==> src/rtl/afr_pkg.sv <==
package afr_pkg;

    localparam int MAX_FRAME = 64;

    typedef enum logic [1:0] {
        OP_START = 2'd0,
        OP_BYTE  = 2'd1,
        OP_TICK  = 2'd2
    } op_t;

    localparam logic [2:0] ERR_NONE    = 3'd0;
    localparam logic [2:0] ERR_ACK     = 3'd1;
    localparam logic [2:0] ERR_SUM     = 3'd2;
    localparam logic [2:0] ERR_LENGTH  = 3'd3;
    localparam logic [2:0] ERR_TIMEOUT = 3'd4;

    localparam logic KIND_BYTE = 1'b0;
    localparam logic KIND_END  = 1'b1;

    localparam logic [7:0] ACK_BYTE0 = 8'h01;
    localparam logic [7:0] ACK_BYTE1 = 8'hE0;
    localparam logic [7:0] ACK_BYTE2 = 8'hE1;

    localparam logic [0:0] CFG_ACK_TIMEOUT  = 1'd0;
    localparam logic [0:0] CFG_RESP_TIMEOUT = 1'd1;

    localparam logic [15:0] TIMEOUT_RESET = 16'd100;
    localparam logic [15:0] TICKS_MAX     = 16'hFFFF;

    typedef struct packed {
        logic [1:0] operation;
        logic       want_message;
        logic [7:0] rx_byte;
    } in_word_t;

    typedef struct packed {
        logic       kind;
        logic [7:0] data;
        logic [5:0] index;
        logic       ok;
        logic [2:0] error_code;
    } out_word_t;

    typedef struct packed {
        logic [15:0] ack_timeout_ticks;
        logic [15:0] resp_timeout_ticks;
    } cfg_t;

    typedef struct packed {
        logic      valid;
        out_word_t word;
    } result_t;

endpackage

==> src/rtl/afr_cfg_regs.sv <==
module afr_cfg_regs
    import afr_pkg::*;
(
    input  logic        clk,
    input  logic        rst_n,
    input  logic        cfg_we,
    input  logic [0:0]  cfg_index,
    input  logic [15:0] cfg_data,
    output cfg_t        cfg
);

    cfg_t cfg_reg;

    always_ff @(posedge clk or negedge rst_n)
    begin
        if (!rst_n)
        begin
            cfg_reg.ack_timeout_ticks  <= TIMEOUT_RESET;
            cfg_reg.resp_timeout_ticks <= TIMEOUT_RESET;
        end
        else if (cfg_we)
        begin
            unique case (cfg_index)
                CFG_ACK_TIMEOUT:  cfg_reg.ack_timeout_ticks  <= cfg_data;
                CFG_RESP_TIMEOUT: cfg_reg.resp_timeout_ticks <= cfg_data;
                default:          cfg_reg <= cfg_reg;
            endcase
        end
    end

    assign cfg = cfg_reg;

endmodule

==> src/rtl/afr_parser.sv <==
module afr_parser
    import afr_pkg::*;
(
    input  logic     clk,
    input  logic     rst_n,
    input  logic     fire,
    input  in_word_t word,
    input  cfg_t     cfg,
    output result_t  res
);

    localparam int CW = $clog2(MAX_FRAME);
    localparam logic [8:0] MaxLen = 9'(MAX_FRAME - 2);

    typedef enum logic [2:0] {
        PH_IDLE,
        PH_ACK0,
        PH_ACK1,
        PH_ACK2,
        PH_LEN,
        PH_BODY
    } phase_t;

    phase_t      phase_reg, phase_next;
    logic        mode_reg, mode_next;
    logic        ack_bad_reg, ack_bad_next;
    logic [CW-1:0] length_reg, length_next;
    logic [CW-1:0] count_reg, count_next;
    logic [7:0]  sum_reg, sum_next;
    logic [15:0] ticks_reg, ticks_next;
    logic [15:0] limit;
    logic        waiting;
    logic [7:0]  b;

    assign b     = word.rx_byte;
    assign limit = mode_reg ? cfg.resp_timeout_ticks : cfg.ack_timeout_ticks;

    always_comb
    begin
        phase_next   = phase_reg;
        mode_next    = mode_reg;
        ack_bad_next = ack_bad_reg;
        length_next  = length_reg;
        count_next   = count_reg;
        sum_next     = sum_reg;
        ticks_next   = ticks_reg;
        waiting      = 1'b0;
        res          = '0;

        case (op_t'(word.operation))
            OP_START:
            begin
                mode_next    = word.want_message;
                phase_next   = PH_ACK0;
                ack_bad_next = 1'b0;
                length_next  = '0;
                count_next   = '0;
                sum_next     = '0;
                ticks_next   = '0;
            end
            OP_TICK:
            begin
                if (phase_reg != PH_IDLE)
                begin
                    if (ticks_reg != TICKS_MAX)
                        ticks_next = ticks_reg + 16'd1;
                    waiting = (phase_reg == PH_ACK0) || (phase_reg == PH_LEN && mode_reg);
                    if (waiting && ticks_next > limit)
                    begin
                        phase_next           = PH_IDLE;
                        res.valid            = 1'b1;
                        res.word.kind        = KIND_END;
                        res.word.error_code  = ERR_TIMEOUT;
                    end
                end
            end
            OP_BYTE:
            begin
                unique case (phase_reg)
                    PH_ACK0:
                    begin
                        if (b != ACK_BYTE0)
                            ack_bad_next = 1'b1;
                        phase_next = PH_ACK1;
                    end
                    PH_ACK1:
                    begin
                        if (b != ACK_BYTE1)
                            ack_bad_next = 1'b1;
                        phase_next = PH_ACK2;
                    end
                    PH_ACK2:
                    begin
                        if (b != ACK_BYTE2)
                            ack_bad_next = 1'b1;
                        if (!mode_reg)
                        begin
                            phase_next          = PH_IDLE;
                            res.valid           = 1'b1;
                            res.word.kind       = KIND_END;
                            res.word.data       = b;
                            res.word.ok         = !ack_bad_next;
                            res.word.error_code = ack_bad_next ? ERR_ACK : ERR_NONE;
                        end
                        else
                            phase_next = PH_LEN;
                    end
                    PH_LEN:
                    begin
                        res.valid     = 1'b1;
                        res.word.data = b;
                        if (b == 8'd0 || {1'b0, b} > MaxLen)
                        begin
                            phase_next          = PH_IDLE;
                            res.word.kind       = KIND_END;
                            res.word.error_code = ERR_LENGTH;
                        end
                        else
                        begin
                            length_next   = CW'(b);
                            sum_next      = b;
                            count_next    = CW'(1);
                            phase_next    = PH_BODY;
                            res.word.kind = KIND_BYTE;
                        end
                    end
                    PH_BODY:
                    begin
                        res.valid      = 1'b1;
                        res.word.data  = b;
                        res.word.index = 6'(count_reg);
                        if (count_reg <= length_reg)
                        begin
                            sum_next      = sum_reg + b;
                            count_next    = count_reg + CW'(1);
                            res.word.kind = KIND_BYTE;
                        end
                        else
                        begin
                            phase_next    = PH_IDLE;
                            res.word.kind = KIND_END;
                            if (ack_bad_reg)
                                res.word.error_code = ERR_ACK;
                            else if (sum_reg != b)
                                res.word.error_code = ERR_SUM;
                            else
                                res.word.error_code = ERR_NONE;
                            res.word.ok = (res.word.error_code == ERR_NONE);
                        end
                    end
                    default:
                    begin
                        // byte while idle: dropped
                    end
                endcase
            end
            default:
            begin
            end
        endcase

        if (!fire)
            res.valid = 1'b0;
    end

    always_ff @(posedge clk or negedge rst_n)
    begin
        if (!rst_n)
        begin
            phase_reg   <= PH_IDLE;
            mode_reg    <= 1'b0;
            ack_bad_reg <= 1'b0;
            length_reg  <= '0;
            count_reg   <= '0;
            sum_reg     <= '0;
            ticks_reg   <= '0;
        end
        else if (fire)
        begin
            phase_reg   <= phase_next;
            mode_reg    <= mode_next;
            ack_bad_reg <= ack_bad_next;
            length_reg  <= length_next;
            count_reg   <= count_next;
            sum_reg     <= sum_next;
            ticks_reg   <= ticks_next;
        end
    end

endmodule

==> src/rtl/afr_out_stage.sv <==
module afr_out_stage
    import afr_pkg::*;
(
    input  logic      clk,
    input  logic      rst_n,
    input  logic      fire,
    input  result_t   res,
    output logic      space,
    output logic      out_valid,
    input  logic      out_stall,
    output out_word_t out_word
);

    logic      out_valid_reg;
    out_word_t out_word_reg;

    assign space = !out_valid_reg || !out_stall;

    always_ff @(posedge clk or negedge rst_n)
    begin
        if (!rst_n)
            out_valid_reg <= 1'b0;
        else if (space)
            out_valid_reg <= fire && res.valid;
    end

    always_ff @(posedge clk)
    begin
        if (space && fire && res.valid)
            out_word_reg <= res.word;
    end

    assign out_valid = out_valid_reg;
    assign out_word  = out_word_reg;

endmodule

==> src/rtl/ack_and_response_frame_receiver.sv <==
// Reply receiver: acknowledge check plus length-prefixed message with additive checksum.
//
// Input channel in_valid/in_stall/in_word carries one word per start, received byte
// or time tick. Output channel out_valid/out_stall/out_word carries stored message
// bytes (kind 0, with buffer index) and one frame-end word per reply (kind 1, with
// ok and error code). Timeout registers are written through cfg_we/cfg_index/cfg_data,
// index 0 for the acknowledge-only timeout and 1 for the message-mode timeout.
//
// An accepted word sits in the input register and is parsed by combinational logic; its
// result, if any, enters the output register, raising out_valid, when there is space.
// Throughput: one word per cycle unless a result is stalled; parser logic is combinational.
// The input register keeps taking words while a result sits in the output register,
// as long as that result is not stalled.
// When out_stall holds a pending result, the word in the input register waits and
// in_stall rises until the output side frees up; nothing is dropped.
// Reset puts the parser idle, clears the counters and loads both timeouts with 100.
module ack_and_response_frame_receiver
    import afr_pkg::*;
(
    input  logic        clk,
    input  logic        rst_n,
    input  logic        in_valid,
    output logic        in_stall,
    input  in_word_t    in_word,
    output logic        out_valid,
    input  logic        out_stall,
    output out_word_t   out_word,
    input  logic        cfg_we,
    input  logic [0:0]  cfg_index,
    input  logic [15:0] cfg_data
);

    logic     in_valid_reg;
    in_word_t in_word_reg;
    logic     space;
    logic     fire;
    cfg_t     cfg;
    result_t  res;

    assign fire     = in_valid_reg && space;
    assign in_stall = in_valid_reg && !space;

    always_ff @(posedge clk or negedge rst_n)
    begin
        if (!rst_n)
            in_valid_reg <= 1'b0;
        else if (!in_stall)
            in_valid_reg <= in_valid;
    end

    always_ff @(posedge clk)
    begin
        if (in_valid && !in_stall)
            in_word_reg <= in_word;
    end

    afr_cfg_regs u_cfg (
        .clk       (clk),
        .rst_n     (rst_n),
        .cfg_we    (cfg_we),
        .cfg_index (cfg_index),
        .cfg_data  (cfg_data),
        .cfg       (cfg)
    );

    afr_parser u_parser (
        .clk   (clk),
        .rst_n (rst_n),
        .fire  (fire),
        .word  (in_word_reg),
        .cfg   (cfg),
        .res   (res)
    );

    afr_out_stage u_out (
        .clk       (clk),
        .rst_n     (rst_n),
        .fire      (fire),
        .res       (res),
        .space     (space),
        .out_valid (out_valid),
        .out_stall (out_stall),
        .out_word  (out_word)
    );

endmodule

==> config.mk <==
export PLATFORM = sky130hd
export DESIGN_NAME = ack_and_response_frame_receiver
export DESIGN_NICKNAME = d
export VERILOG_FILES = /design/src/rtl/afr_pkg.sv /design/src/rtl/afr_cfg_regs.sv /design/src/rtl/afr_parser.sv /design/src/rtl/afr_out_stage.sv /design/src/rtl/ack_and_response_frame_receiver.sv
export SDC_FILE = /design/constraint.sdc
export NUM_CORES = 1
export LEC_CHECK = 0
export ABC_CLOCK_PERIOD_IN_PS = 10030
export BUFFER_PORTS_ARGS = -buffer_cell sky130_fd_sc_hd__buf_2
export CAP_MARGIN = 20
export CORE_UTILIZATION = 39
export CTS_CLUSTER_DIAMETER = 30
export DETAILED_ROUTE_END_ITERATION = 10
export GPL_ROUTABILITY_DRIVEN = 1
export GPL_TIMING_DRIVEN = 0
export PLACE_DENSITY = 0.65
export SLEW_MARGIN = 20
export SYNTH_ARGS = -nofsm -noshare
export SYNTH_HDL_FRONTEND = slang
export SYNTH_SLANG_ARGS = --single-unit
==> constraint.sdc <==
create_clock -name clk -period 10.03 [get_ports clk]
set_input_delay 3.009 -clock clk [delete_from_list [all_inputs] [get_ports clk]]
set_output_delay 3.009 -clock clk [all_outputs]
set_load 0.1 [all_outputs]
# == Yosys cells after proc, flatten, opt, wreduce, memory -nomap -nowiden ==
# Index checks and enable logic that the tools add are counted.
# W data, S select, Z words.
# totals
wordCells,135
ff_bits,105
in_bits,33
out_inout_bits,21
# op_classes
addsub,3
n_lt_le_gt_ge,3
bitwise,1
reduce_logical,32
eq_ne,24
n_mux,53
# op_table
op,count
$mux W16,5
$pmux W6 S2,3
$pmux W16 S2,1
$pmux W8 S2,2
$mux W3,10
$pmux W10 S3,1
$mux W6,4
$pmux W3 S3,2
$add A16 B1 Y16 const B,1
$gt A16 B16 Y1,1
$mux W8,2
$ne A16 B16 Y1 const B,1
$ne A8 B8 Y1 const B,2
$pmux W3 S5,1
$mux W10,1
$mux W2,5
$reduce_and A5 Y1,2
$mux W1,9
$ne A3 B2 Y1 const B,3
$ne A3 B3 Y1 const B,3
$add A8 B8 Y8,1
$gt A8 B6 Y1 const B,1
$logic_and A1 B1 Y1,8
$logic_not A8 Y1,1
29 further kinds,46

# == Depth between registers and ports, before layout ==
# Gate-level depths: netlist of the first run.
# logic_depth
ltp_word,11
mapped_depth,14
ltp_nobuf,12

# == Cells and area by module ==
# From an unflattened synthesis of the first run, not the netlist that was laid out.
# hier_totals
hier_cells,580
area_unflattened_um2,6178.4
# modules_own_cells
mod,cells_each,n_inst,area_each_um2,seq_area_each_um2
afr_parser,470,1,3912.5,1026.0
afr_cfg_regs,69,1,1260.0,808.3
afr_out_stage,24,1,611.8,595.6
ack_and_response_frame_receiver,17,1,394.1,355.3

# == Least setup slack after synthesis of the first run ==
# No wires, ideal clock.
# synth_path
path_kind,input -> output
startpoint,input out_stall
endpoint,output in_stall
arrival_ps,3737
setup_slack_ps,3284
t_required_ps,7021
stages,2
path_cell_list,nand3_1 > inv_1
# synth_between
elab_chain_len,4
# synth_rtl
element,line,text
start: declaration,ack_and_response_frame_receiver.sv:26,"input logic out_stall,"
$logic_not A1 Y1,afr_out_stage.sv:17,assign space = !out_valid_reg || !out_stall;
$logic_or A1 B1 Y1,afr_out_stage.sv:17,
$logic_not A1 Y1,ack_and_response_frame_receiver.sv:41,assign in_stall = in_valid_reg && !space;
$logic_and A1 B1 Y1,ack_and_response_frame_receiver.sv:41,
end: declaration,ack_and_response_frame_receiver.sv:23,"output logic in_stall,"
# Every way passes these cells.

# == Final worst setup path of the first run ==
# Same ends and word-level chain as after synthesis.

==> results of run 1 <==
==> logic make-up (layout without fill, tap and decap cells) <==
kind of cell,after synthesis,after routing,share of synthesized area
muxes,53,53,0.0956
AOI/OAI and AO/OA,120,120,0.137
xor gates and xnor gates,23,23,0.0336
adders and majority gates,36,36,0.0764
and+or+nand+nor,172,172,0.157
buffers and inverters,49,120,0.0355
DFF,105,105,0.465
==> cell usage after synthesis (4+ instances only) <==
| cell type | number |
|---|---|
| dfrtp_1 | 69 |
| o22ai_1 | 5 |
| and4_1 | 4 |
| and2_1 | 17 |
| nand2b_1 | 5 |
| dfstp_2 | 6 |
| nand3_1 | 26 |
| nand4_1 | 9 |
| o21ai_0 | 15 |
| a31oi_1 | 13 |
| nor2b_1 | 10 |
| inv_1 | 25 |
| nand2_1 | 44 |
| edfxtp_1 | 30 |
| a21o_1 | 4 |
| mux2i_1 | 19 |
| a21oi_1 | 24 |
| nor2_1 | 21 |
| nor3_1 | 6 |
| clkbuf_1 | 8 |
| o21ai_1 | 13 |
| ha_1 | 35 |
| o31ai_1 | 9 |
| buf_2 | 11 |
| xnor2_1 | 21 |
| and3_1 | 9 |
| mux2_2 | 34 |
| nor4_1 | 4 |
| o211ai_1 | 6 |
==> power groups by stage <==
stage | Clock [mW] | Combinational (mW) | Sequential [mW]
floorplan | 0 | 0.194 | 0.524
global placement | 0 | 0.255 | 0.525
detailed placement | 0 | 0.267 | 0.527
CTS | 0.370 | 0.268 | 0.519
global route | 0.384 | 0.299 | 0.526
finish | 0.359 | 0.267 | 0.519
==> how the worst max path moves through the flow <==
stage	end	depth (start not counted)	slack [ns]
finish	in_stall	4	3.29
global route	in_stall	4	3.24
CTS	in_stall	4	3.28
detailed placement	in_stall	4	3.29
global placement	in_stall	4	3.30
floorplan	in_stall	2	3.28
==> area by class of cell <==
class                           instances  area, um^2
Clock inverter                          6        57.6
Clock buffer                           10         250
Inverter                               26        97.6
Timing Repair Buffer                   55         299
Sequential cell                       105        2790
Tap cell                              184         230
Multi-Input combinational cell        404        3000
Fill cell                            1368        7920
Buffer                                 23         115
==> cell usage in the layout (no fill, tap or decap), drive strengths merged, types with 24 or more instances in the layout <==
master  synthesis  final
buf            15     70
dfrtp          69     69
inv            26     29
nand3          27     27
o21ai          28     28
mux2           34     34
a21oi          26     26
edfxtp         30     30
ha             35     35
nor2           24     24
nand2          44     44
==> per-stage QoR <==
step | instances | setup WS [ns] | power (mW) | utilization | cell area, um^2
2_1_floorplan | 558 | 3.28 | 0.719 | - | 5990
3_3_place_gp | 795 | 3.30 | 0.780 | 0.440 | 6490
3_5_place_dp | 797 | 3.29 | 0.795 | 0.442 | 6520
4_1_cts | 813 | 3.28 | 1.16 | 0.463 | 6830
5_1_grt | 813 | 3.24 | 1.21 | 0.463 | 6830
6_report | 813 | 3.29 | 1.14 | 0.463 | 6830
==> worst max-delay path, stage by stage <==
cell and delay (ns):
buf_2 0.11, nand3_1 0.11, inv_1 0.08, buf_2 0.42
==> metal layers <==
metal  track usage  vias up  part of all wire
met5             0        -                 0
met4        0.0631        0             0.016
met3        0.0412       18             0.048
met2         0.289      107              0.47
met1         0.237     2166              0.47
li1              -     2195                 -
==> results.cfg, run 1 <==
[clock_tree]
clk_latency_ns = 0.36
cts_tree = done
cts_max_path_buffers = 2
cts_buffers = 9
cts-hold-fix-buffers = 0
h-tree-depth = 3
cts.clk_slew.worst_paths_ns = 0.07
cts_resized = 0
root_buffer = clkbuf_16
cts_setup_buffers = 0
clock_sinks = 105

[drt]
wirelength_um = 13400
drt_iter0_markers = 289
drt-pass1-iter-count = 5
vias_per_cell = 5.52
drc = 0
drtAntennaViolNets = 0
num_vias = 4486
wl_per_cell_um = 16.5

[finish]
nets = 693
num_antenna_cells = 0
syn_to_final_growth_pct = 14.0
final_layout_size_suffix_gt1_frac = 0.227
largest_reg_flops = 32

[timing]
finClkSkew_ns = 0.00882
timing.final.crit_period_ns = 6.74
clock.fmax_mhz = 148
whs_ns = 0.499
slew_headroom = 0.498
timing.setup.tns_ns = 0
fin_crit_sh = 0.672
rsz0062_at_grt = false
finalHoldViolCount = 0
setup_violations = 0
tightest_slew_ns = 0.748
maxSlewViolCount = 0

[setup_path]
worstPathMaxFanout = 3
worst_setup_path_start_kind = primary input
critical_path.startpoint = out_stall
reg2reg_slack_ns = 6.14
cp.required_ns = 7.02
crit_arrival_ns = 3.73
worst-setup-path-type = primary input to output port
rr_worst_depth = 10
end_kind = output port
r2r-start = u_parser.mode_reg
r2r-end = u_out.out_word[5]

[floorplanning]
core_area_um2 = 14800
die_h_um = 126
dieArea_um2 = 15900
start_util = 0.406
std_cell_rows = 44
dieWidth_um = 126
pin_count = 54

[placement]
place_congestion = 0.870
port_buffers = 53
hpwl_um = 10100

[synth]
async_flop_share = 0.714
synth_edf_count = 30
yosysTopAreaCell = dfrtp_1
synthCells = 558
ys_top_cells_by_area = dfrtp_1 (29%), edfxtp_1 (15%), ha_1 (7.3%), mux2_2 (6.4%), mux2i_1 (3.2%)
ys_types = 71
synth_nets = 627
seq_area_frac_synth = 0.465
synth_seq_cells = 105
yosysWarningCount = 0
synthDominantCellAreaShare = 0.288
synthFlopType = dfrtp_1
syn_avg_cell_area_um2 = 10.7
syn_area_um2 = 5990

[power]
p_sw_mw = 0.357
vdd_ir_drop_max_v = 0.000133
switching_share = 0.312
power.leakage_nw = 2.93
power.density_nw_per_um2 = 168
clock_power_share = 0.313
internal_power_mw = 0.788
comb_power_share = 0.233
p_seq_frac = 0.454

[global_route]
first_global_vias = 4483
grt_pass1_wl_um = 22300
grt.total_usage = 0.179
grt_max_degree = 39
gr-total-overflow = 0
antenna_found_initial = 0

[min_path]
hp-start = in_word_reg[8]
worstHoldPathCells = 1
worstHoldEndpoint = u_parser.mode_reg
hold_class = flip-flop to flip-flop

[run]
cap_violations = 0

[run_status]
status = finished clean
(Power assumes the default switching activity.)
==> run 2, diff against run 1 <==
- ABC_CLOCK_PERIOD_IN_PS: 10030 -> 5570
- PLACE_DENSITY: 0.65 -> 0.67
- clock period: 10.03 -> 5.57 ns (I/O delays scaled with it)
==> run 2 against run 1 <==
  * Setup slack lost 1.8 ns
  * Sequential power up 80%
  * Critical path type unchanged
  * Die area stayed put
  * Largest cell class unchanged
  * Combinational power rose by 81%
  * Design area rose by 0.13%
  * Utilization increased by 0.059 points
  * Clock power is 88% higher
  * Highest routed layer unchanged
==> results.cfg, run 2 (synthesized netlist as in run 1, its figures left out) <==
[timing]
maxSlewViolCount = 0
fin_crit_sh = 0.728
clock.fmax_mhz = 247
finalHoldViolCount = 0
setup_violations = 0
slew_headroom = 0.504
timing.final.crit_period_ns = 4.05
timing.setup.tns_ns = 0
finClkSkew_ns = 0.00936
rsz0062_at_grt = false
tightest_slew_ns = 0.745

[finish]
syn_to_final_growth_pct = 14.2
postLayoutCoreUtil = 0.464
multi_input_area_um2 = 3000
largest_reg_flops = 32
layout_common_cells = dfrtp_1 (69), buf_2 (63), nand2_1 (44), ha_1 (35), mux2_2 (34)
final_layout_size_suffix_gt1_frac = 0.224
mostFrequentLayoutCell = dfrtp_1
sequential_cell_area_um2 = 2790
fill_cells = 1363
instances_no_fill = 813
nets = 693
num_antenna_cells = 0

[drt]
drtAntennaViolNets = 0
num_vias = 4521
drc = 0
vias_per_cell = 5.56
drt-pass1-iter-count = 5
drt_iter0_markers = 362
wl_per_cell_um = 16.6
wirelength_um = 13500

[power]
power.density_nw_per_um2 = 306
vdd_ir_drop_max_v = 0.000260
power.leakage_nw = 2.93

[clock_tree]
cts_resized = 0
cts_max_path_buffers = 2
clk_latency_ns = 0.36
cts_buffers = 9
cts_setup_buffers = 0
cts-hold-fix-buffers = 0
cts.clk_slew.worst_paths_ns = 0.07
clock_sinks = 105
h-tree-depth = 3
cts_tree = done
root_buffer = clkbuf_16

[floorplanning]
start_util = 0.406
core_area_um2 = 14800
pin_count = 54
std_cell_rows = 44
dieArea_um2 = 15900
dieWidth_um = 126
die_h_um = 126

[global_route]
grt.total_usage = 0.182
grt_max_degree = 44
gr-total-overflow = 0
first_global_vias = 4576
grt_pass1_wl_um = 22700
antenna_found_initial = 0

[min_path]
hold_class = flip-flop to flip-flop

[run]
cap_violations = 0

[setup_path]
crit_arrival_ns = 2.38
worst_path_max_delay_cell = buf_2
worst-setup-path-type = primary input to output port
path_buf_inv = 3
critPathMaxStageDelay_ns = 0.42
crit_path_cell_trace = buf_2 -> nand3_1 -> inv_1 -> buf_2
end_kind = output port
worstPathMaxFanout = 3
cp_common_cell = buf_2
cp.required_ns = 3.90
crit_family = buffers and inverters
worst_setup_path_start_kind = primary input

[placement]
hpwl_um = 9980
place_congestion = 0.898
dp.cells = 797
port_buffers = 53

[run_status]
status = finished clean
-- run 2: final timing paths --
kind | from | end | slack (ns) | depth (start not counted)
max in group asynchronous | rst_n | u_cfg.cfg[2] | 3.64 | 2
worst max-delay path | out_stall | in_stall | 1.52 | 4
worst min-delay path | in_word_reg[8] | u_parser.mode_reg | 0.50 | 1
worst min register to register | in_word_reg[8] | u_parser.mode_reg | 0.50 | 1
min in group asynchronous | rst_n | u_parser.count_reg[2] | 1.28 | 1
worst max register to register | u_parser.mode_reg | u_out.out_word[3] | 1.68 | 10
-- run 2: final cells by class --
class                           instances  area share
Tap cell                              184      0.0337
Clock inverter                          5      0.0117
Timing Repair Buffer                   55      0.0443
Inverter                               26      0.0143
Multi-Input combinational cell        404       0.438
Clock buffer                           11      0.0340
Sequential cell                       105       0.407
Buffer                                 23      0.0168
-- run 2: where the power goes --
part	switching, mW	internal, mW	total (mW)	leakage (nW)
clock network	0.281	0.393	0.674	0.146
registers	0.0600	0.875	0.935	1.23
logic	0.280	0.204	0.484	1.55
total	0.620	1.47	2.09	2.93
-- run 2: stage by stage --
stage                     total power, mW  instance area (um^2)  worst slack [ns]  hold slack (ns)
after CTS                            2.11                  6840              1.51            0.510
after global placement               1.40                  6490             0.851            0.487
after floorplan                      1.29                  5990              1.50            0.455
after global routing                 2.21                  6840              1.37            0.523
final                                2.09                  6840              1.52            0.503
after detailed placement             1.43                  6530              1.52            0.495
-- run 2: routing by layer --
metal  routed length, um  track usage  vias up  share of wire
met5                   0            0        -              0
met4                 144       0.0432        0          0.011
met3                 576       0.0484       12          0.043
met2                6430        0.302      103           0.48
met1                6330        0.237     2225           0.47
li1                    -            -     2181              -
